$ cat src/rtl/tcw_pkg.sv
package tcw_pkg;

	// Default geometry of the console.
	localparam int DEF_ROWS         = 32;
	localparam int DEF_VISIBLE_COLS = 42;
	localparam int DEF_ROW_STRIDE   = 64;
	localparam int DEF_TAB_STEP     = 4;

	// Control characters that the put operation interprets.
	localparam logic [7:0] CH_BS      = 8'd8;
	localparam logic [7:0] CH_TAB     = 8'd9;
	localparam logic [7:0] CH_LF      = 8'd10;
	localparam logic [7:0] CH_CR      = 8'd13;
	localparam logic [7:0] BLANK_CHAR = 8'h20;

	typedef enum logic [1:0] {
		OP_PUT   = 2'd0,
		OP_READ  = 2'd1,
		OP_CLEAR = 2'd2,
		OP_NOP   = 2'd3
	} op_t;

	typedef struct packed {
		logic [1:0] op;
		logic [7:0] char_code;
		logic [4:0] read_row;
		logic [5:0] read_col;
	} req_item_t;

	typedef struct packed {
		logic [7:0] cell_data;
		logic [4:0] cursor_row;
		logic [5:0] cursor_col;
		logic       scrolled;
	} res_item_t;

	// How much work an incoming request needs.
	typedef enum logic [1:0] {
		KIND_SIMPLE,
		KIND_READ,
		KIND_CLEAR,
		KIND_SCROLL
	} kind_t;

	// Source of a result pushed into the output queue.
	typedef enum logic [1:0] {
		PUSH_NOW,
		PUSH_HELD,
		PUSH_READ
	} push_src_t;

	typedef enum logic [2:0] {
		ST_INIT,
		ST_IDLE,
		ST_READ,
		ST_SCROLL,
		ST_FLUSH,
		ST_CLEAR
	} state_t;

	typedef struct packed {
		logic      accept;
		logic      write_now;
		logic      write_pend;
		logic      sweep_full;
		logic      sweep_row;
		logic      sweep_en;
		logic      push;
		push_src_t push_src;
	} cmd_t;

	typedef struct packed {
		kind_t kind;
		logic  fifo_space;
		logic  sweep_last;
	} sts_t;

endpackage

$ cat src/rtl/tcw_ctrl.sv
module tcw_ctrl (
	input  logic          clk,
	input  logic          arst_n,
	input  logic          req_valid,
	input  tcw_pkg::sts_t sts,
	output logic          req_stall,
	output tcw_pkg::cmd_t cmd
);
	import tcw_pkg::*;

	state_t state_q;
	state_t state_d;

	always_ff @(posedge clk or negedge arst_n) begin
		if (!arst_n) begin
			state_q <= ST_INIT;
		end else begin
			state_q <= state_d;
		end
	end

	always_comb begin
		state_d      = state_q;
		req_stall    = 1'b1;
		cmd          = '0;
		cmd.push_src = PUSH_NOW;
		unique case (state_q)
			ST_INIT: begin
				// The map is zeroed once after reset.
				cmd.sweep_en = 1'b1;
				if (sts.sweep_last) begin
					state_d = ST_IDLE;
				end
			end
			ST_IDLE: begin
				req_stall = !sts.fifo_space;
				if (req_valid && sts.fifo_space) begin
					cmd.accept = 1'b1;
					unique case (sts.kind)
						KIND_SIMPLE: begin
							cmd.write_now = 1'b1;
							cmd.push      = 1'b1;
							cmd.push_src  = PUSH_NOW;
						end
						KIND_READ: begin
							state_d = ST_READ;
						end
						KIND_CLEAR: begin
							cmd.sweep_full = 1'b1;
							state_d        = ST_CLEAR;
						end
						KIND_SCROLL: begin
							cmd.sweep_row = 1'b1;
							state_d       = ST_SCROLL;
						end
					endcase
				end
			end
			ST_READ: begin
				cmd.push     = 1'b1;
				cmd.push_src = PUSH_READ;
				state_d      = ST_IDLE;
			end
			ST_SCROLL: begin
				cmd.sweep_en = 1'b1;
				if (sts.sweep_last) begin
					state_d = ST_FLUSH;
				end
			end
			ST_FLUSH: begin
				// The character lands in the freshly cleared bottom row.
				cmd.write_pend = 1'b1;
				cmd.push       = 1'b1;
				cmd.push_src   = PUSH_HELD;
				state_d        = ST_IDLE;
			end
			ST_CLEAR: begin
				cmd.sweep_en = 1'b1;
				if (sts.sweep_last) begin
					cmd.push     = 1'b1;
					cmd.push_src = PUSH_HELD;
					state_d      = ST_IDLE;
				end
			end
			default: begin
				state_d = ST_INIT;
			end
		endcase
	end

`ifndef ASSERT_OFF
	a_flush_after_sweep: assert property (@(posedge clk) disable iff (!arst_n)
		state_q == ST_FLUSH |-> $past(state_q) == ST_SCROLL && $past(sts.sweep_last))
		else $error("flush entered without a finished row sweep");

	a_init_done: assert property (@(posedge clk) disable iff (!arst_n)
		$past(state_q) == ST_INIT && state_q != ST_INIT |-> $past(sts.sweep_last))
		else $error("left the reset sweep early");

	a_read_answer: assert property (@(posedge clk) disable iff (!arst_n)
		$past(cmd.accept) && $past(sts.kind) == KIND_READ |->
			cmd.push && cmd.push_src == PUSH_READ)
		else $error("read result not pushed one cycle after accept");
`endif

endmodule

$ cat config.mk
export PLATFORM = sky130hd
export DESIGN_NAME = tcw_ctrl
export DESIGN_NICKNAME = d
export VERILOG_FILES = /design/src/rtl/tcw_pkg.sv /design/src/rtl/tcw_ctrl.sv
export SDC_FILE = /design/constraint.sdc
export NUM_CORES = 1
export LEC_CHECK = 0
export BUFFER_PORTS_ARGS = -buffer_cell sky130_fd_sc_hd__buf_2
export CAP_MARGIN = 20
export CORE_AREA = 5 5 42 44
export CTS_CLUSTER_DIAMETER = 30
export DETAILED_ROUTE_END_ITERATION = 12
export DIE_AREA = 0 0 47 49
export HOLD_SLACK_MARGIN = 0.08
export PLACE_DENSITY = 0.61
export RECOVER_POWER = 50
export SLEW_MARGIN = 20
export SYNTH_ARGS = -nofsm -noshare
export SYNTH_HDL_FRONTEND = slang
export SYNTH_SLANG_ARGS = --single-unit
export TNS_END_PERCENT = 50
$ cat constraint.sdc
create_clock -name clk -period 1.4 [get_ports clk]
set_input_delay 0.14 -clock clk [delete_from_list [all_inputs] [get_ports clk]]
set_output_delay 0.14 -clock clk [all_outputs]
set_load 0.02 [all_outputs]
==> results.rst, run 1 <==
.. list-table::
   :header-rows: 1

   * - Metric
     - Value
   * - Run status
     - complete, but fails checks
   * - Violated checks
     - setup timing
   * - Ports
     - 17
   * - DPL Wire Length
     - ~740 um
   * - Count of input and output buffers
     - 16
   * - Source of the critical timing path
     - state_q[1]
   * - Leakage power figure
     - approximately 0.35 nW
   * - PnR worst setup slack
     - -198.2 ps
   * - Max FFs per register
     - 3
   * - Area of the placeable core
     - approximately 1400 um^2
   * - Overall overflow remaining after global route
     - 0
   * - Width of the die
     - 47 um
   * - Buffers & Inverters on Critical Path
     - 1
   * - Reg-to-Reg End
     - state_q[0]
   * - GRT Overall Usage
     - 0.09232
   * - Fraction of synthesized area in multiplexers
     - 0.09643
   * - Instance count of the mapped netlist
     - 39
   * - Utilization after layout
     - 0.4804
   * - Xor/xnor share of the synthesized area
     - 0.02500
   * - Hold WS
     - around 250 ps
   * - Mean routed wirelength per cell
     - 10.56 um
   * - Sequential area share after synthesis
     - 0.2143
   * - Power per cell area
     - around 1900 nW/um^2
   * - CP endpoint
     - cmd[2]
   * - Fraction of layout cells with a size suffix above 1
     - 0.6479
   * - DR DRC count
     - 0
   * - Hold violation count in the final report
     - 0
   * - Worst reg2reg startpoint
     - state_q[1]
   * - Yosys warnings
     - 0
   * - Synthesis-stage register bit count
     - 3
   * - Clock slew at reported path FFs
     - 40 ps
   * - Shortest period the worst path allows
     - 1598 ps
   * - Deepest clock path buffer count
     - 2
   * - Capturing element type of the critical path
     - primary output
   * - Critical-path maximum fanout
     - 3
   * - Worst hold path type
     - primary input to async pin
   * - WP depth
     - 5
   * - Final estimated routing congestion in global placement
     - 0.7193
   * - Largest Register
     - state_q
   * - Cell chosen for the clock root
     - clkbuf_4
   * - FMAX
     - 625.7 MHz
   * - Number of endpoints failing setup at the final stage
     - 9
   * - Kind of cell with the highest combined delay on the critical path
     - simple AND/OR/NAND/NOR gates
   * - Drt total wl
     - about 920 um
   * - Count of fill cells added during filler insertion
     - ~160
   * - Signed area change from the synthesized netlist to the final layout
     - 92.14%
   * - Number of antenna repair diodes
     - 0
   * - Via density per instance
     - around 4.6
   * - Crit path largest cell delay
     - about 400 ps
   * - Setup repair after global routing missed its margin
     - true
   * - DR iter-0 viols
     - 0
   * - Slew margin rel.
     - 0.8373
   * - Adder and majority cell fraction of the synthesized area
     - 0.1429
   * - H-tree levels
     - 1
   * - Most numerous cell types in the synthesized netlist
     - ha_1 (4), dfrtp_1 (3), inv_1 (3), mux2_1 (3)
   * - VDD IR max
     - 722.6 uV
   * - Most area-hungry cell type in the Yosys netlist
     - dfrtp_1
   * - Num rows
     - 14
   * - Library cell contributing the largest single delay on the critical path
     - dfrtp_1
   * - Vias post-DR
     - 396
   * - Number of max-cap violations
     - 0
   * - Worst Setup Path Type
     - flip-flop to primary output
   * - Largest net degree at the start of global routing
     - 8
   * - Number of enable flip-flop cells after synthesis
     - 0
   * - Net count after synthesis
     - 50
   * - Top cells by area, synth
     - dfrtp_1 (21%), ha_1 (14%), mux2_1 (9.6%)
   * - Most common cell in the netlist
     - ha_1
   * - Number of global-route vias before repair
     - 389
   * - Worst reg-to-reg path cell count
     - 5
   * - Synth Cell Area
     - around 350 um^2
   * - Final setup skew
     - about 0.31 ps
   * - Simple-gate share of the synthesized area
     - 0.3036
   * - Top Registers
     - state_q x3
   * - Fraction of the cycle the final worst path needs
     - 1.142
   * - Die H
     - 49 um
   * - Type of origin of the critical path
     - flip-flop
   * - Synthesized area per cell
     - around 9 um^2
   * - Ordered list of cells on the worst path
     - nor2_2 > and4_4 > and2_4 > or3_4 > buf_6
   * - FF-to-FF setup slack
     - -100 ps
   * - Initial Utilization
     - 0.2500
   * - Clock buffers created by TritonCTS
     - 3
   * - Critical path data required time
     - ~1300 ps
   * - CTS tree
     - done
   * - Clk_lat worst skew
     - about 230 ps
   * - Net count of the finished layout
     - 83
   * - Combinational family with the most area after synthesis
     - simple AND/OR/NAND/NOR gates
   * - Synth async-reset ratio
     - 1.000
   * - 1st-pass router iterations
     - 1
   * - Synth Area in Compound Gates
     - 0.1250
   * - Arr. time, crit path
     - around 1500 ps
   * - Global-route wire length before repair
     - 1545 um
   * - DRT antenna net count
     - 0
   * - Number of library cell types mapped by synthesis
     - 26
   * - Die outline area
     - about 2300 um^2
   * - Post-synth top area share
     - 0.2143
   * - Clk sink count
     - 3
   * - Transition at the pin with the smallest max-transition slack
     - 241.9 ps
   * - Number of max-slew violations in the final report
     - 0
   * - Post-synth top flop
     - dfrtp_1
   * - Number of antenna violations at the first check in global routing
     - 0
[cell usage in the layout (no fill, tap or decap)]
cell | Yosys | routed
o21ai_1 | 1 | 1
xor2_1 | 1 | 1
or2_1 | 1 | 1
and3b_1 | 1 | 1
o2bb2ai_4 | 0 | 1
nand3b_1 | 1 | 1
dfrtp_1 | 3 | 2
and4_4 | 1 | 1
o22ai_1 | 1 | 1
buf_6 | 1 | 7
or3_4 | 0 | 1
a21oi_1 | 1 | 1
buf_4 | 0 | 15
dlygate4sd3_1 | 0 | 1
nor2_1 | 2 | 1
mux2_4 | 0 | 3
nor2_2 | 0 | 1
dfrtp_2 | 0 | 1
a21boi_2 | 0 | 1
inv_1 | 3 | 3
o21ai_0 | 1 | 1
nor4_1 | 1 | 1
nor3b_4 | 0 | 1
nand3_1 | 1 | 1
and2_4 | 1 | 3
clkbuf_4 | 0 | 3
nor3_1 | 1 | 1
ha_1 | 4 | 4
buf_2 | 2 | 7
clkbuf_1 | 0 | 2
nand2b_1 | 1 | 1
nor3b_2 | 0 | 1
[per-layer routing]
layer,share of wire,vias to the layer above,track usage,wire length [um]
met5,0,-,0,0
met4,0,0,0.05530,0
met3,0.055,0,0.03690,51
met2,0.57,8,0.1516,524
met1,0.37,188,0.09251,342
li1,-,200,-,-
[layout make-up]
| type | count | area [um^2] | area share |
|---|---|---|---|
| Multi-Input combinational cell | 30 | 299.0 | 0.4442 |
| Timing Repair Buffer | 31 | 240.2 | 0.3569 |
| Inverter | 3 | 11.26 | 0.01673 |
| Tap cell | 16 | 20.02 | 0.02974 |
| Clock buffer | 4 | 26.28 | 0.03903 |
| Sequential cell | 3 | 76.32 | 0.1134 |
[how the worst min path moves through the flow]
stage,from,to,slack [ps],depth (start not counted)
4_1_cts,arst_n,state_q[1],220,2
2_1_floorplan,arst_n,state_q[0],-160,0
5_1_grt,arst_n,state_q[1],270,2
3_3_place_gp,arst_n,state_q[2],-60,1
3_5_place_dp,arst_n,state_q[2],-60,1
6_report,arst_n,state_q[2],250,2
[what timing repair did]
action / 4_1_cts / 5_1_grt
setup buffers: 3 / 0
hold endpoints to repair: 3 / 0
hold buffers: 1 / 0
pin swaps: 4 / 3
endpoints found under the setup margin: 11 / 11
resized for setup: 16 / 9
[cell families after synthesis]
group           Yosys count
simple gates             16
compound gates            6
buf+inv                   6
fa+ha+maj                 4
mux                       3
flops                     3
xor+xnor                  1
[per-stage QoR]
step	power (mW)	worst slack (ps)	cells	area, um^2	setup TNS [ps]
after floorplan	0.6437	11.24	39	362.8	0
after global placement	0.8950	11.80	79	524.3	0
after detailed placement	0.9043	-8.585	79	524.3	-8.585
after CTS	1.211	-197.1	87	633.1	-909.2
after global routing	1.404	-227.8	87	673.1	-1188
final	1.312	-198.2	87	673.1	-855.9
[report_power, final]
part | internal, mW | leakage (nW) | switching [mW] | total [mW]
clock | 0.107 | 0.0150 | 0.0439 | 0.151
sequential | 0.129 | 0.0362 | 0.0462 | 0.175
combinational | 0.560 | 0.295 | 0.426 | 0.986
No activity file was read; power rests on OpenSTA's default activity.
==> inputs of run 2 (changes only) <==
RECOVER_POWER = default   (was 50)
REMOVE_ABC_BUFFERS = 1   (was default)
==> run 2 against run 1 <==
The run still ends with setup timing left. Routed wire length increased by 16%. Clock skew increased by 3.3 ps. Sequential cell count unchanged. Global-route usage increased by 1.3 points. Largest cell class unchanged. Largest power group unchanged. Critical endpoint unchanged. Utilization increased by 0.089 points. Fmax increased by 0.55%.
==> results.rst, run 2 (synthesis results as in run 1) <==
.. list-table::
   :header-rows: 1

   * - Metric
     - Value
   * - Via density per instance
     - 4.805
   * - Met2 GRT Util
     - 0.1719
   * - Type of origin of the critical path
     - flip-flop
   * - Overall overflow remaining after global route
     - 0
   * - Largest Register
     - state_q
   * - Signed area change from the synthesized netlist to the final layout
     - 92.50%
   * - Total area of sequential cells
     - approximately 75 um^2
   * - Arr. time, crit path
     - 1450 ps
   * - Most common cell after layout, fill and taps aside
     - buf_4
   * - Worst Setup Path Type
     - flip-flop to primary output
   * - Aggregate negative setup slack
     - -629.3 ps
   * - Area of combinational cells with multiple inputs
     - 292.8 um^2
   * - Cell chosen for the clock root
     - clkbuf_4
   * - Run status
     - complete, but fails checks
   * - Max FFs per register
     - 3
   * - Violated checks
     - setup timing
   * - Count of input and output buffers
     - 16
   * - Deepest clock path buffer count
     - 2
   * - Fraction of the cycle the final worst path needs
     - 1.135
   * - Number of antenna repair diodes
     - 0
   * - Clk sink count
     - 3
   * - Drt total wl
     - 1062 um
   * - DR iter-0 viols
     - 2
   * - Routing layer with the top usage in global route
     - met2
   * - Die H
     - 49 um
   * - Top library cells by usage in the layout, fill and taps aside
     - buf_4 (13), buf_6 (9), buf_2 (8)
   * - Fraction of layout cells with a size suffix above 1
     - 0.6479
   * - Net count of the finished layout
     - 83
   * - Number of max-cap violations
     - 0
   * - Mean routed wirelength per cell
     - 12.21 um
   * - Final setup skew
     - 3.614 ps
   * - Setup repair after global routing missed its margin
     - true
   * - Leakage power figure
     - roughly 0.35 nW
   * - Global-route track usage on met1
     - 0.1033
   * - GRT Overall Usage
     - 0.1049
   * - DR DRC count
     - 0
   * - Initial Utilization
     - 0.2500
   * - Die outline area
     - approximately 2300 um^2
   * - PnR worst setup slack
     - -189.5 ps
   * - Largest net degree at the start of global routing
     - 7
   * - Number of endpoints failing setup at the final stage
     - 8
   * - Hold violation count in the final report
     - 0
   * - PnR Total Power
     - ~1.3 mW
   * - Transition at the pin with the smallest max-transition slack
     - 234.3 ps
   * - Number of global-route vias before repair
     - about 420
   * - VDD IR max
     - 613.1 uV
   * - 1st-pass router iterations
     - 2
   * - Final estimated routing congestion in global placement
     - 0.7007
   * - Met3 layer usage reported by global route
     - 0.02952
   * - Slew margin rel.
     - 0.8423
   * - Top Registers
     - state_q x3
   * - Vias post-DR
     - between 400 and 500
   * - Capturing element type of the critical path
     - primary output
   * - Clock buffers created by TritonCTS
     - 3
   * - Count of fill cells added during filler insertion
     - 140
   * - Clk_lat worst skew
     - 240 ps
   * - Number of antenna violations at the first check in global routing
     - 0
   * - Ports
     - 17
   * - Critical path data required time
     - between 1000 and 1500 ps
   * - H-tree levels
     - 1
   * - Clock slew at reported path FFs
     - 40 ps
   * - Area of the placeable core
     - 1401 um^2
   * - CTS tree
     - done
   * - FMAX
     - 629.1 MHz
   * - Num rows
     - 14
   * - Critical-path maximum fanout
     - 4
   * - Number of max-slew violations in the final report
     - 0
   * - Worst hold path type
     - primary input to async pin
   * - Global-route wire length before repair
     - approximately 1700 um
   * - Power per cell area
     - 1987 nW/um^2
   * - DPL Wire Length
     - 669.6 um
   * - DRT antenna net count
     - 0
   * - Shortest period the worst path allows
     - 1589 ps
   * - Width of the die
     - 47 um
run 2: per-layer routing:
layer | share of wire | up-vias | wire (um)
met5 | 0 | - | 0
li1 | - | 198 | -
met4 | 0.036 | 0 | 38
met3 | 0.056 | 4 | 60
met2 | 0.56 | 13 | 598
met1 | 0.34 | 203 | 365
run 2: repair_timing:
action,4_1_cts,5_1_grt
endpoints found under the hold margin,3,0
resized for setup,17,11
pin swaps,6,1
buffers inserted,6,0
hold buffers,1,0
setup endpoints to repair,8,12
run 2: worst paths after layout:
check                      startpoint         end  slack [ps]  depth (start not counted)
setup / recovery           state_q[0]      cmd[2]        -190                          4
hold / removal                 arst_n  state_q[1]         230                          2
setup reg to reg           state_q[1]  state_q[0]         -80                          5
hold reg to reg            state_q[1]  state_q[1]         780                          3
max in group asynchronous      arst_n  state_q[2]        1060                          2
min in group clk               sts[0]  state_q[1]         440                          4
run 2: through the flow:
stage	cells	instance area [um^2]	utilization	hold WS, ps	setup slack [ps]
2_1_floorplan	36	329.1	-	-155.6	-189.9
3_3_place_gp	76	489.2	0.3491	-62.95	10.95
3_5_place_dp	76	489.2	0.3491	-64.83	-7.452
4_1_cts	87	626.9	0.4473	236.8	-168.0
5_1_grt	87	674.4	0.4813	233.5	-242.6
6_report	87	674.4	0.4813	229.2	-189.5
run 2: final cells by class:
| class | instances | share of cell area |
|---|---|---|
| clock buffer | 4 | 0.03896 |
| inverter | 3 | 0.01670 |
| multi-input combinational | 30 | 0.4341 |
| sequential | 3 | 0.1113 |
| tap | 16 | 0.02968 |
| timing repair buffer | 31 | 0.3692 |
run 2: where the power goes:
part | leakage [nW] | internal (mW) | switching, mW
clock network | 0.0150 | 0.107 | 0.0475
logic | 0.298 | 0.577 | 0.444
registers | 0.0370 | 0.126 | 0.0385
run 2: worst max-delay path, cell delays in order (launching register included):
cell	delay (ps)
dfrtp_1	410
nand2b_1	90
and3b_1	190
or3_4	380
buf_6	140
